===== src/rtl/assert_macros.svh =====
// assertion helpers, clocked on clock and disabled while reset is high
`ifndef ASSERT_MACROS_SVH
`define ASSERT_MACROS_SVH

// same-cycle implication
`define MSTM_ASSERT_IMP(lbl, ante, cons) \
   lbl: assert property (@(posedge clock) disable iff (reset) (ante) |-> (cons)) \
      else $error("same-cycle check failed");

// next-cycle implication
`define MSTM_ASSERT_NXT(lbl, ante, cons) \
   lbl: assert property (@(posedge clock) disable iff (reset) (ante) |=> (cons)) \
      else $error("next-cycle check failed");

`endif


===== src/rtl/mstm_pkg.sv =====
`default_nettype none

package mstm_pkg;

   localparam int SLOT_COUNT_DEF = 16;
   localparam int TIME_W         = 32;
   localparam int SLOT_FIELD_W   = 4;
   localparam int FUNC_W         = 2;
   localparam int STATUS_W       = 2;

   typedef enum logic [FUNC_W-1:0] {
      FN_TICK    = 2'd0,
      FN_SET     = 2'd1,
      FN_QUERY   = 2'd2,
      FN_RELEASE = 2'd3
   } func_type;

   typedef enum logic [STATUS_W-1:0] {
      RS_OK      = 2'd0,
      RS_PASSED  = 2'd1,
      RS_INVALID = 2'd2,
      RS_REFUSED = 2'd3
   } status_type;

   typedef enum logic [1:0] {
      S_IDLE,
      S_SCAN,
      S_DRAIN,
      S_DONE
   } state_type;

   // controller to datapath
   typedef struct packed {
      logic load;    // take the accepted word
      logic scan;    // issue one slot read and step the slot counter
      logic finish;  // write back and load the result register
   } ctrl_cmd_type;

   // datapath to controller
   typedef struct packed {
      logic req_lookup;  // incoming word is a query or a release
      logic scan_last;   // slot counter sits on the last slot
      logic pipe_busy;   // slot reads still in flight
      logic out_free;    // result register can take a new word
   } dp_sts_type;

endpackage

`default_nettype wire


===== src/rtl/mstm_ctrl.sv =====
`default_nettype none

module mstm_ctrl
   import mstm_pkg::*;
(
   input  wire logic         clock,
   input  wire logic         reset,
   input  wire logic         req_tvalid,
   output logic              req_tready,
   input  wire dp_sts_type   sts,
   output ctrl_cmd_type      cmd
);

   state_type state_ff;
   state_type state_in;

   always_ff @(posedge clock) begin
      if (reset) begin
         state_ff <= S_IDLE;
      end else begin
         state_ff <= state_in;
      end
   end

   always_comb begin
      state_in   = state_ff;
      cmd        = '0;
      req_tready = 1'b0;
      case (state_ff)
         S_IDLE: begin
            // no word is taken while reset is high
            req_tready = !reset;
            if (req_tvalid && !reset) begin
               cmd.load = 1'b1;
               state_in = sts.req_lookup ? S_DONE : S_SCAN;
            end
         end
         S_SCAN: begin
            cmd.scan = 1'b1;
            if (sts.scan_last) begin
               state_in = S_DRAIN;
            end
         end
         S_DRAIN: begin
            if (!sts.pipe_busy) begin
               state_in = S_DONE;
            end
         end
         S_DONE: begin
            if (sts.out_free) begin
               cmd.finish = 1'b1;
               state_in   = S_IDLE;
            end
         end
         default: begin
            state_in = S_IDLE;
         end
      endcase
   end

endmodule

`default_nettype wire


===== src/rtl/mstm_dp.sv =====
`default_nettype none

module mstm_dp
   import mstm_pkg::*;
#(
   parameter int SLOT_COUNT = SLOT_COUNT_DEF
) (
   input  wire logic                    clock,
   input  wire logic                    reset,
   input  wire ctrl_cmd_type            cmd,
   output dp_sts_type                   sts,
   input  wire logic [FUNC_W-1:0]       req_func,
   input  wire logic [TIME_W-1:0]       req_duration,
   input  wire logic [SLOT_FIELD_W-1:0] req_slot,
   output logic                         rsp_tvalid,
   input  wire logic                    rsp_tready,
   output logic [STATUS_W-1:0]          rsp_status,
   output logic [SLOT_FIELD_W-1:0]      rsp_slot_out,
   output logic [TIME_W-1:0]            rsp_next_delay
);

   `include "assert_macros.svh"

   localparam int IDX_W = (SLOT_COUNT > 1) ? $clog2(SLOT_COUNT) : 1;
   localparam int CMP_W = ((IDX_W > SLOT_FIELD_W) ? IDX_W : SLOT_FIELD_W) + 1;
   localparam logic [IDX_W-1:0] LAST_IDX = IDX_W'(SLOT_COUNT - 1);

   // item context
   logic [TIME_W-1:0] time_ff;
   func_type          op_ff;
   logic [TIME_W-1:0] dur_ff;
   logic [IDX_W-1:0]  idx_ff;
   logic              slot_ok_ff;

   // slot state
   logic [TIME_W-1:0]     dl_mem [SLOT_COUNT];
   logic [SLOT_COUNT-1:0] used_ff;
   logic [SLOT_COUNT-1:0] armed_ff;
   logic [SLOT_COUNT-1:0] passed_ff;

   // read stage
   logic              a_vld_ff;
   logic [IDX_W-1:0]  a_idx_ff;
   logic              a_pend_ff;
   logic              a_free_ff;
   logic [TIME_W-1:0] a_dl_ff;

   // difference stage
   logic              b_vld_ff;
   logic [IDX_W-1:0]  b_idx_ff;
   logic              b_pend_ff;
   logic              b_free_ff;
   logic [TIME_W-1:0] b_left_ff;

   // scan results
   logic [TIME_W-1:0] mn_ff;
   logic              fnd_ff;
   logic [IDX_W-1:0]  fidx_ff;

   // result register
   logic                    rsp_valid_ff;
   logic [STATUS_W-1:0]     rsp_status_ff;
   logic [SLOT_FIELD_W-1:0] rsp_slot_ff;
   logic [TIME_W-1:0]       rsp_delay_ff;

   func_type          req_op;
   logic              req_lookup;
   logic              req_in_range;
   logic              left_lt;
   logic              left_pos;
   logic              set_ok;
   logic              expire;
   status_type        look_status;
   logic [TIME_W-1:0] tick_delay;

   assign req_op       = func_type'(req_func);
   assign req_lookup   = (req_op == FN_QUERY) || (req_op == FN_RELEASE);
   assign req_in_range = CMP_W'(req_slot) < CMP_W'(SLOT_COUNT);

   assign left_lt  = b_left_ff < mn_ff;
   assign left_pos = !b_left_ff[TIME_W-1] && (b_left_ff != '0);
   assign expire   = b_vld_ff && (op_ff == FN_TICK) && b_pend_ff && !left_pos;
   assign set_ok   = (dur_ff != '0) && fnd_ff;
   // all ones cannot be a positive signed distance, so it marks nothing pending
   assign tick_delay = (&mn_ff) ? '0 : mn_ff;

   always_comb begin
      if (!slot_ok_ff || !used_ff[idx_ff] || !armed_ff[idx_ff]) begin
         look_status = RS_INVALID;
      end else if (passed_ff[idx_ff]) begin
         look_status = RS_PASSED;
      end else begin
         look_status = RS_OK;
      end
   end

   assign sts.req_lookup = req_lookup;
   assign sts.scan_last  = (idx_ff == LAST_IDX);
   assign sts.pipe_busy  = a_vld_ff || b_vld_ff;
   assign sts.out_free   = !rsp_valid_ff || rsp_tready;

   // context and scan counter
   always_ff @(posedge clock) begin
      if (reset) begin
         time_ff <= '0;
      end else if (cmd.load && (req_op == FN_TICK)) begin
         time_ff <= time_ff + TIME_W'(1);
      end
   end

   always_ff @(posedge clock) begin
      if (cmd.load) begin
         op_ff      <= req_op;
         dur_ff     <= req_duration;
         slot_ok_ff <= req_in_range;
         idx_ff     <= (req_lookup && req_in_range) ? IDX_W'(req_slot) : '0;
      end else if (cmd.scan && !sts.scan_last) begin
         idx_ff <= idx_ff + IDX_W'(1);
      end
   end

   // deadline store, one read and one write port
   always_ff @(posedge clock) begin
      if (cmd.scan) begin
         a_dl_ff <= dl_mem[idx_ff];
      end
      if (cmd.finish && (op_ff == FN_SET) && set_ok) begin
         dl_mem[fidx_ff] <= time_ff + dur_ff;
      end
   end

   // slot flags
   always_ff @(posedge clock) begin
      if (reset) begin
         used_ff   <= '0;
         armed_ff  <= '0;
         passed_ff <= '0;
      end else if (cmd.finish) begin
         if ((op_ff == FN_SET) && set_ok) begin
            used_ff[fidx_ff]   <= 1'b1;
            armed_ff[fidx_ff]  <= 1'b1;
            passed_ff[fidx_ff] <= 1'b0;
         end else if ((op_ff == FN_RELEASE) && slot_ok_ff) begin
            used_ff[idx_ff]  <= 1'b0;
            armed_ff[idx_ff] <= 1'b0;
         end
      end else if (expire) begin
         passed_ff[b_idx_ff] <= 1'b1;
      end
   end

   // scan pipeline
   always_ff @(posedge clock) begin
      if (reset) begin
         a_vld_ff <= 1'b0;
         b_vld_ff <= 1'b0;
      end else begin
         a_vld_ff <= cmd.scan;
         b_vld_ff <= a_vld_ff;
      end
   end

   always_ff @(posedge clock) begin
      a_idx_ff  <= idx_ff;
      a_pend_ff <= used_ff[idx_ff] && armed_ff[idx_ff] && !passed_ff[idx_ff];
      a_free_ff <= !used_ff[idx_ff];
      b_idx_ff  <= a_idx_ff;
      b_pend_ff <= a_pend_ff;
      b_free_ff <= a_free_ff;
      b_left_ff <= a_dl_ff - time_ff;
   end

   // running minimum and first free slot
   always_ff @(posedge clock) begin
      if (cmd.load) begin
         mn_ff  <= (req_op == FN_TICK) ? '1 : req_duration;
         fnd_ff <= 1'b0;
      end else if (b_vld_ff) begin
         if (op_ff == FN_TICK) begin
            if (b_pend_ff && left_pos && left_lt) begin
               mn_ff <= b_left_ff;
            end
         end else begin
            if (b_pend_ff && !b_left_ff[TIME_W-1] && left_lt) begin
               mn_ff <= b_left_ff;
            end
            if (b_free_ff && !fnd_ff) begin
               fnd_ff  <= 1'b1;
               fidx_ff <= b_idx_ff;
            end
         end
      end
   end

   // result register
   always_ff @(posedge clock) begin
      if (reset) begin
         rsp_valid_ff <= 1'b0;
      end else if (cmd.finish) begin
         rsp_valid_ff <= 1'b1;
      end else if (rsp_tready) begin
         rsp_valid_ff <= 1'b0;
      end
   end

   always_ff @(posedge clock) begin
      if (cmd.finish) begin
         case (op_ff)
            FN_TICK: begin
               rsp_status_ff <= RS_OK;
               rsp_slot_ff   <= '0;
               rsp_delay_ff  <= tick_delay;
            end
            FN_SET: begin
               rsp_status_ff <= set_ok ? RS_OK : RS_REFUSED;
               rsp_slot_ff   <= set_ok ? SLOT_FIELD_W'(fidx_ff) : '0;
               rsp_delay_ff  <= set_ok ? mn_ff : '0;
            end
            default: begin
               rsp_status_ff <= look_status;
               rsp_slot_ff   <= '0;
               rsp_delay_ff  <= '0;
            end
         endcase
      end
   end

   assign rsp_tvalid     = rsp_valid_ff;
   assign rsp_status     = rsp_status_ff;
   assign rsp_slot_out   = rsp_slot_ff;
   assign rsp_next_delay = rsp_delay_ff;

   `MSTM_ASSERT_IMP(a_no_finish_in_scan, a_vld_ff || b_vld_ff, !cmd.finish && !cmd.load)
   `MSTM_ASSERT_NXT(a_finish_shows_word, cmd.finish, rsp_valid_ff)
   `MSTM_ASSERT_NXT(a_set_claims_slot, cmd.finish && (op_ff == FN_SET) && set_ok,
      used_ff[$past(fidx_ff)] && armed_ff[$past(fidx_ff)] && !passed_ff[$past(fidx_ff)])
   `MSTM_ASSERT_NXT(a_time_only_on_tick, !(cmd.load && (req_op == FN_TICK)), $stable(time_ff))
   `MSTM_ASSERT_NXT(a_expire_marks_passed, expire, passed_ff[$past(b_idx_ff)])

endmodule

`default_nettype wire


===== src/rtl/multi_slot_timeout_manager.sv =====
`default_nettype none
// channel   dir  tdata bits  fields (lowest bit up)
// req_      in   40          func[1:0] duration[33:2] slot[37:34]
// rsp_      out  40          status[1:0] slot_out[5:2] next_delay[37:6]
//
// tick and set scan every slot through the one read port of the deadline store:
// each slot is read in turn, then the read and difference stages drain before write back
// query and release read the flags directly and go from accept straight to write back
// one word in progress at a time, a new one is taken once the last is registered
// synchronous reset zeroes time and slot flags, not deadlines; req_tready stays low
// rsp_tready low holds the result register and then the finished word behind it

module multi_slot_timeout_manager
   import mstm_pkg::*;
#(
   parameter int SLOT_COUNT = SLOT_COUNT_DEF
) (
   input  wire logic        clock,
   input  wire logic        reset,
   input  wire logic        req_tvalid,
   output logic             req_tready,
   input  wire logic [39:0] req_tdata,   // func[1:0], duration[33:2], slot[37:34]
   output logic             rsp_tvalid,
   input  wire logic        rsp_tready,
   output logic [39:0]      rsp_tdata    // status[1:0], slot_out[5:2], next_delay[37:6]
);

   ctrl_cmd_type cmd;
   dp_sts_type   sts;

   logic [STATUS_W-1:0]     rsp_status;
   logic [SLOT_FIELD_W-1:0] rsp_slot_out;
   logic [TIME_W-1:0]       rsp_next_delay;

   // sequencing: accept, slot scan, drain of the read pipe, write back
   mstm_ctrl u_ctrl (
      .clock      (clock),
      .reset      (reset),
      .req_tvalid (req_tvalid),
      .req_tready (req_tready),
      .sts        (sts),
      .cmd        (cmd)
   );

   // time counter, slot store, compare pipe and result register
   mstm_dp #(
      .SLOT_COUNT (SLOT_COUNT)
   ) u_dp (
      .clock          (clock),
      .reset          (reset),
      .cmd            (cmd),
      .sts            (sts),
      .req_func       (req_tdata[1:0]),
      .req_duration   (req_tdata[33:2]),
      .req_slot       (req_tdata[37:34]),
      .rsp_tvalid     (rsp_tvalid),
      .rsp_tready     (rsp_tready),
      .rsp_status     (rsp_status),
      .rsp_slot_out   (rsp_slot_out),
      .rsp_next_delay (rsp_next_delay)
   );

   // pack the result word, pad to whole bytes
   assign rsp_tdata = {2'b00, rsp_next_delay, rsp_slot_out, rsp_status};

endmodule

`default_nettype wire


===== config.mk =====
export PLATFORM = sky130hd
export DESIGN_NAME = multi_slot_timeout_manager
export DESIGN_NICKNAME = d
export VERILOG_FILES = /design/src/rtl/mstm_pkg.sv /design/src/rtl/mstm_ctrl.sv /design/src/rtl/mstm_dp.sv /design/src/rtl/multi_slot_timeout_manager.sv
export VERILOG_INCLUDE_DIRS = /design/src /design/src/rtl
export SDC_FILE = /design/constraint.sdc
export NUM_CORES = 1
export LEC_CHECK = 0
export BUFFER_PORTS_ARGS = -buffer_cell sky130_fd_sc_hd__buf_2
export CORE_ASPECT_RATIO = 2
export CORE_UTILIZATION = 55
export CTS_CLUSTER_SIZE = 24
export DETAILED_ROUTE_END_ITERATION = 12
export HOLD_SLACK_MARGIN = 0.02
export PLACE_DENSITY_LB_ADDON = 0.05
export RECOVER_POWER = 50
export SYNTH_ARGS = -nofsm -noshare
export SYNTH_HDL_FRONTEND = slang
export SYNTH_SLANG_ARGS = --single-unit

===== constraint.sdc =====
create_clock -name clock -period 9.25 [get_ports clock]
set_clock_uncertainty 0.2 [all_clocks]
set_input_delay 0.925 -clock clock [delete_from_list [all_inputs] [get_ports clock]]
set_output_delay 0.925 -clock clock [all_outputs]
set_load 0.02 [all_outputs]

After elaboration in Yosys (flattened, before gate mapping)
Memories as Yosys holds them, arrays and structs flattened. A register that Yosys moved wholly into a read port is not among the register bits.
Cells that the tools add are included.
W data, S select, Z words.
{"block": "totals", "inputBits": 44, "mem_bits_rw": 512, "ff_bits": 242, "mem_count": 1, "elab_cells": 164, "output_inout_bits": 42}
{"memory": "u_dp.dl_mem", "depth": 16, "width": 32, "rd": 1, "rd_ports_with_merged_regs": 1, "wr": 1, "line": "mstm_dp.sv:36", "source": "logic [TIME_W-1:0] dl_mem [SLOT_COUNT];"}
{"block": "op_classes", "eq_ne": 14, "bitwise": 10, "n_reduce_logical": 53, "n_mux": 51, "n_addsub": 4, "n_lt_le_gt_ge": 7}
{"cell": "$mux W32", "n": 8}
{"cell": "$mux W16", "n": 7}
{"cell": "$pmux W32 S2", "n": 1}
{"cell": "$reduce_bool A32 Y1", "n": 2}
{"cell": "$and A16 B16 Y16", "n": 3}
{"cell": "$or A16 B16 Y16", "n": 3}
{"cell": "$add A32 B1 Y32 const B", "n": 1}
{"cell": "$add A32 B32 Y32", "n": 1}
{"cell": "$lt A32 B32 Y1", "n": 1}
{"cell": "$not A16 Y16", "n": 2}
{"cell": "$reduce_and A32 Y1", "n": 1}
{"cell": "$sub A32 B32 Y32", "n": 1}
{"cell": "$logic_and A1 B1 Y1", "n": 21}
{"cell": "$mux W1", "n": 17}
{"cell": "$lt A4 B5 Y1 const B", "n": 3}
{"cell": "$mux W2", "n": 7}
{"cell": "$bmux W1 S4", "n": 3}
{"cell": "$demux W1 S4", "n": 3}
{"cell": "$ge A4 B1 Y1 const B", "n": 3}
{"cell": "$mux W4", "n": 3}
{"cell": "$eq A2 B2 Y1 const B", "n": 5}
{"cell": "$reduce_bool A2 Y1", "n": 5}
{"cell": "$logic_not A1 Y1", "n": 9}
{"cell": "$pmux W2 S4", "n": 1}
{"cell": "other kinds (14)", "n": 28}

Logic depth before layout (Yosys ltp)
{"block": "logic_depth", "word_depth": 8, "ltp_mapped": 14, "depth_no_buf": 13}

Cells and area by module
Synthesis repeated with hierarchy kept, for this count alone.
{"block": "hier_totals", "hier_cells": 2063, "area_unflattened_um2": 33238.1}
{"mod": "mstm_dp", "n_inst": 1, "area_each_um2": 32979.1, "seq_area_each_um2": 22261.4, "cells_each": 2037}
{"mod": "mstm_ctrl", "n_inst": 1, "area_each_um2": 240.2, "seq_area_each_um2": 40.0, "cells_each": 23}
{"mod": "multi_slot_timeout_manager", "n_inst": 1, "area_each_um2": 18.8, "seq_area_each_um2": 0.0, "cells_each": 3}

Worst setup path before layout
Ideal clock, no wire load.
{"block": "synth_path", "kind": "in2reg", "startpoint": "in rsp_tready", "endpoint": "mem u_dp.dl_mem[3][0] (enable)", "setup_ns": 0.523, "path_buffers": 0, "setup_slack_ns": 3.717, "arrival_ns": 4.809, "cell_stages": 3, "required_ns": 8.527, "path_cell_list": "nand2b_1 > nand2_1 > nor4b_1"}
{"block": "synth_via", "elab_chain_len": 7}
{"element": "from (decl)", "line": "multi_slot_timeout_manager.sv:24", "source": "input wire logic rsp_tready,"}
{"element": "$logic_or A1 B1 Y1", "line": "mstm_dp.sv:100", "source": "assign sts.out_free = !rsp_valid_ff || rsp_tready;"}
{"element": "$mux W1", "line": "mstm_ctrl.sv:50", "source": "if (sts.out_free) begin"}
{"element": "$mux W1", "line": "mstm_ctrl.sv:29", "source": "case (state_ff)"}
{"element": "$logic_and A1 B1 Y1 (2 in a row)", "line": "mstm_dp.sv:127", "source": "if (cmd.finish && (op_ff == FN_SET) && set_ok) begin"}
{"element": "$mux W1", "line": "mstm_dp.sv:127"}
{"element": "$mux W1 (not written as such)", "line": "mstm_dp.sv:128", "source": "dl_mem[fidx_ff] <= time_ff + dur_ff;"}
{"element": "to (decl)", "line": "mstm_dp.sv:36"}
Every way passes these cells.

Final worst setup path
{"block": "layout_path", "startpoint": "in reset", "endpoint": "reg u_dp.time_ff[29]"}
{"block": "layout_via", "elab_chain_len": 5}
{"element": "from (decl)", "line": "multi_slot_timeout_manager.sv:19", "source": "input wire logic reset,"}
{"element": "$logic_not A1 Y1", "line": "mstm_ctrl.sv:33", "source": "if (req_tvalid && !reset) begin"}
{"element": "$logic_and A1 B1 Y1", "line": "mstm_ctrl.sv:33"}
{"element": "$mux W1", "line": "mstm_ctrl.sv:33"}
{"element": "$mux W1", "line": "mstm_ctrl.sv:29"}
{"element": "$logic_and A1 B1 Y1", "line": "mstm_dp.sv:106", "source": "end else if (cmd.load && (req_op == FN_TICK)) begin"}
{"element": "to (signal assigned)", "line": "mstm_dp.sv:107", "source": "time_ff <= time_ff + TIME_W'(1);"}
{"element": "to (decl)", "line": "mstm_dp.sv:29", "source": "logic [TIME_W-1:0] time_ff;"}
Several ways; a longest one is shown, not always the timed one.
A chain may end at the register's enable or synchronous reset.

==> implementation parameters <==
Parameter                              Value

Outcome
  Status    finished with violations
  Failing checks    capacitance limit, slew limit

Drt
  Length of the first detailed-routing pass in iterations    5
  Vias per std cell    6.16
  Via count    18.8k
  Aggregate routed wire length    78.7 mm
  Detailed-route DRC error count    0
  Mean routed wirelength per cell    25.8 um
  Antenna-violating nets left    0
  Violation count after the first detailed-routing iteration    1477

STA
  Setup repair after global routing missed its margin    false
  Setup Viol. Count Final    0
  Sum of negative setup slack    0 ns
  Count of final max-slew check failures    427
  Final worst-path cycle share    68.7%
  Final worst-path setup slack    2.89 ns
  Max_slew headroom    -151%
  Maximum clock rate    157 MHz
  Final hold violations    0
  Clock period minus final worst setup slack    6.36 ns
  Transition time at the pin with the least slew margin    3.77 ns

Layout
  Leading cell type in the layout, fill and taps excluded    edfxtp_1
  Share of post-route cells with drive strength above 1    14.9%
  Cell area after layout    37000 um2
  Most used cells in the layout excluding fill and tap cells    edfxtp_1, mux4_2, nand2_1
  Number of fill cells in the layout    4478
  Relative area change from synthesis to final layout    10.3%
  Ant. Diodes    0
  Nets    2376

Clocking
  H-tree Lvls    3
  Clock Path Buffers    3
  CTS tree    yes
  Clock latency on the worst-skew pair    0.61 ns
  Clock tree sinks    786
  Buffers inserted during post-CTS setup optimization    0
  Number of buffers inserted for hold repair after clock tree synthesis    0
  Clock buffer count from CTS    69
  Clock tree root buffer cell    clkbuf_16
  Clock slew at the register clock pins of the worst setup and hold paths    0.07 ns
  Number of resized instances in the post-cts repair step    0

Pwr
  Switching power as a share of total power    29.0%
  Proportion of power drawn by combinational gates    25.3%
  Internal cell power    7030 uW
  Part of the total power dissipated in sequential elements    44.9%
  Sw Pwr    2880 uW
  Power per standard cell area    268 nW/um2
  Proportion of power drawn by the clock network    29.8%
  Static leakage    0.0125 uW
  Maximum resistive drop on vdd    0.253 mV

Floorplanning
  Die outline area    62000 um2
  Die width    177 um
  I/O pins    86
  Chip Height    351 um
  Initial Utilization    55.8%
  Placeable core area    60100 um2
  Site row count    127

Placed design
  Number of port buffers    81
  Gpl congestion    0.937
  Placed cell areas    35000 um2
  HPWL Detailed    49.0 mm
  Setup slack after placement    4.49 ns

Worst setup path
  CP arrival    6.50 ns
  Critical path class    in -> reg
  Max FO, Critical Path    78
  Setup crit end kind    flip-flop
  Worst Setup Start Kind    primary input
  Required time at the endpoint of the critical path    9.39 ns

Synth
  Async S/R FF share, synth    0%
  Main flop type after synthesis    edfxtp_1
  Synth Area per Inst    15.8 um2
  Combined area of all synthesized cells    33500 um2
  Number of register bits inferred by synthesis    786
  Synthesized instance count    2124
  Number of enable-type register cells in the synthesized netlist    656
  Fraction of the yosys area taken by sequential cells    66.5%
  Number of synthesis warnings    0
  Number of distinct library cells after synthesis    84

Worst hold path
  Path class of the lowest-slack min-delay path    reg -> reg

Flow run
  Count of maximum capacitance violations    11

Global route
  Maximum number of pins on one net before global-route repair    146
  Initial antenna violation count    0
  Sum of overflow across all layers after global routing    0
  Gr usage total    26.2%
  Number of global-route vias before repair    19.4k
  Wire length of the first global-routing pass    118 mm
[cell type report]
cell class | instances | area [um2] | area share [%]
clock buffer | 90 | 1910 | 5.17
timing repair buffer | 112 | 526 | 1.42
clock inverter | 30 | 379 | 1.02
multi-input combinational | 1165 | 10600 | 28.5
tap | 774 | 968 | 2.62
inverter | 94 | 353 | 0.954
sequential | 786 | 22300 | 60.3
[worst paths after layout]
check,start,end,slack [ns],cells past startpoint
worst min register to register,u_dp.a_idx_ff[0]$_DFF_P_,u_dp.b_idx_ff[0]$_DFF_P_,0.13,0
worst max register to register,u_dp.dur_ff[16]$_DFFE_PP_,u_dp.dl_mem[2][27]$_DFFE_PP_,3.82,8
worst max-delay path,reset,u_dp.time_ff[29]$_SDFFE_PP0P_,2.89,12
worst min-delay path,u_dp.a_idx_ff[0]$_DFF_P_,u_dp.b_idx_ff[0]$_DFF_P_,0.13,0
[state kept, by name, indices dropped and copies added, names as in the netlist, 16 cells and up]
| name | flops |
|---|---|
| u_dp.a_dl_ff | 32 |
| u_dp.armed_ff | 16 |
| u_dp.b_left_ff | 32 |
| u_dp.dl_mem | 512 |
| u_dp.dur_ff | 32 |
| u_dp.mn_ff | 32 |
| u_dp.passed_ff | 16 |
| u_dp.rsp_next_delay | 32 |
| u_dp.time_ff | 32 |
| u_dp.used_ff | 16 |
[power by group through the flow]
stage / Combinational (uW) / Clock, uW / Sequential [uW]
floorplan: 1880 / 0 / 4430
global placement: 2480 / 0 / 4520
detailed placement: 2540 / 0 / 4520
CTS: 2550 / 3020 / 4440
global route: 2730 / 3130 / 4470
finish: 2500 / 2950 / 4450
[metrics by stage]
stage / util, % / total power (uW) / hold WS [ns] / cells
5_1_grt: 61.6 / 10300 / 0.140 / 3051
3_5_place_dp: 58.2 / 7060 / 0.112 / 2931
3_3_place_gp: 58.2 / 7000 / 0.114 / 2931
6_report: 61.6 / 9910 / 0.128 / 3051
4_1_cts: 62.0 / 10000 / 0.127 / 3051
2_1_floorplan: - / 6310 / 0.110 / 2125
[layer usage]
layer,GRT usage (%),up-vias,share of wire [%]
met5,0,-,0
met4,11.8,0,4.3
met3,3.35,179,4.4
met2,45.9,583,52
met1,32.2,9604,39
li1,-,8436,-
[Yosys cell counts, drive strengths merged (4+ instances only)]
| library cell | number | area share, % |
|---|---|---|
| nand2b | 16 | 0.30 |
| xnor2 | 67 | 1.7 |
| o21ai | 87 | 1.3 |
| a21oi | 98 | 1.5 |
| ha | 102 | 3.8 |
| inv | 94 | 1.1 |
| or3 | 6 | 0.11 |
| nand2 | 144 | 1.6 |
| xor2 | 19 | 0.50 |
| o31ai | 6 | 0.13 |
| edfxtp | 656 | 59 |
| dfxtp | 130 | 7.8 |
| clkbuf | 52 | 0.58 |
| and2 | 45 | 0.85 |
| a21o | 33 | 0.74 |
| or2 | 5 | 0.093 |
| nor4 | 24 | 0.47 |
| nor3b | 4 | 0.090 |
| nand3b | 5 | 0.11 |
| nor4b | 6 | 0.19 |
| a31oi | 8 | 0.17 |
| nand4 | 28 | 0.57 |
| nor2 | 86 | 1.0 |
| a221oi | 4 | 0.10 |
| o21a | 27 | 0.60 |
| a211oi | 10 | 0.27 |
| o211ai | 9 | 0.22 |
| nor3 | 38 | 0.65 |
| buf | 28 | 0.43 |
| and3 | 11 | 0.22 |
| mux4 | 175 | 12 |
| a211o | 4 | 0.10 |
| o21bai | 5 | 0.11 |
| nand3 | 37 | 0.57 |
| nor2b | 15 | 0.28 |
[critical path, cell delays in order]
cell and delay [ns]:
buf_2 0.07, clkbuf_1 2.61, nor2_4 -0.05, nand2_4 0.50
inv_1 0.76, nand4_1 0.52, or2_0 0.51, nor3_4 0.12
and2_4 0.21, nand3_1 0.09, xnor2_1 0.13, nor2_1 0.05
[cells by family (layout without fill, tap and decap cells)]
group / Yosys count / in the layout / share of synthesized area [%]
and+or+nand+nor: 478 / 478 / 7.34
DFF: 786 / 786 / 66.5
xor gates and xnor gates: 86 / 86 / 2.25
AOI/OAI and AO/OA: 320 / 320 / 6.16
adders and majority gates: 104 / 104 / 3.92
muxes: 175 / 175 / 11.8
other: 1 / 2 / 0.0112
buffers and inverters: 174 / 326 / 2.06
Power figures use the tool's default switching activity.
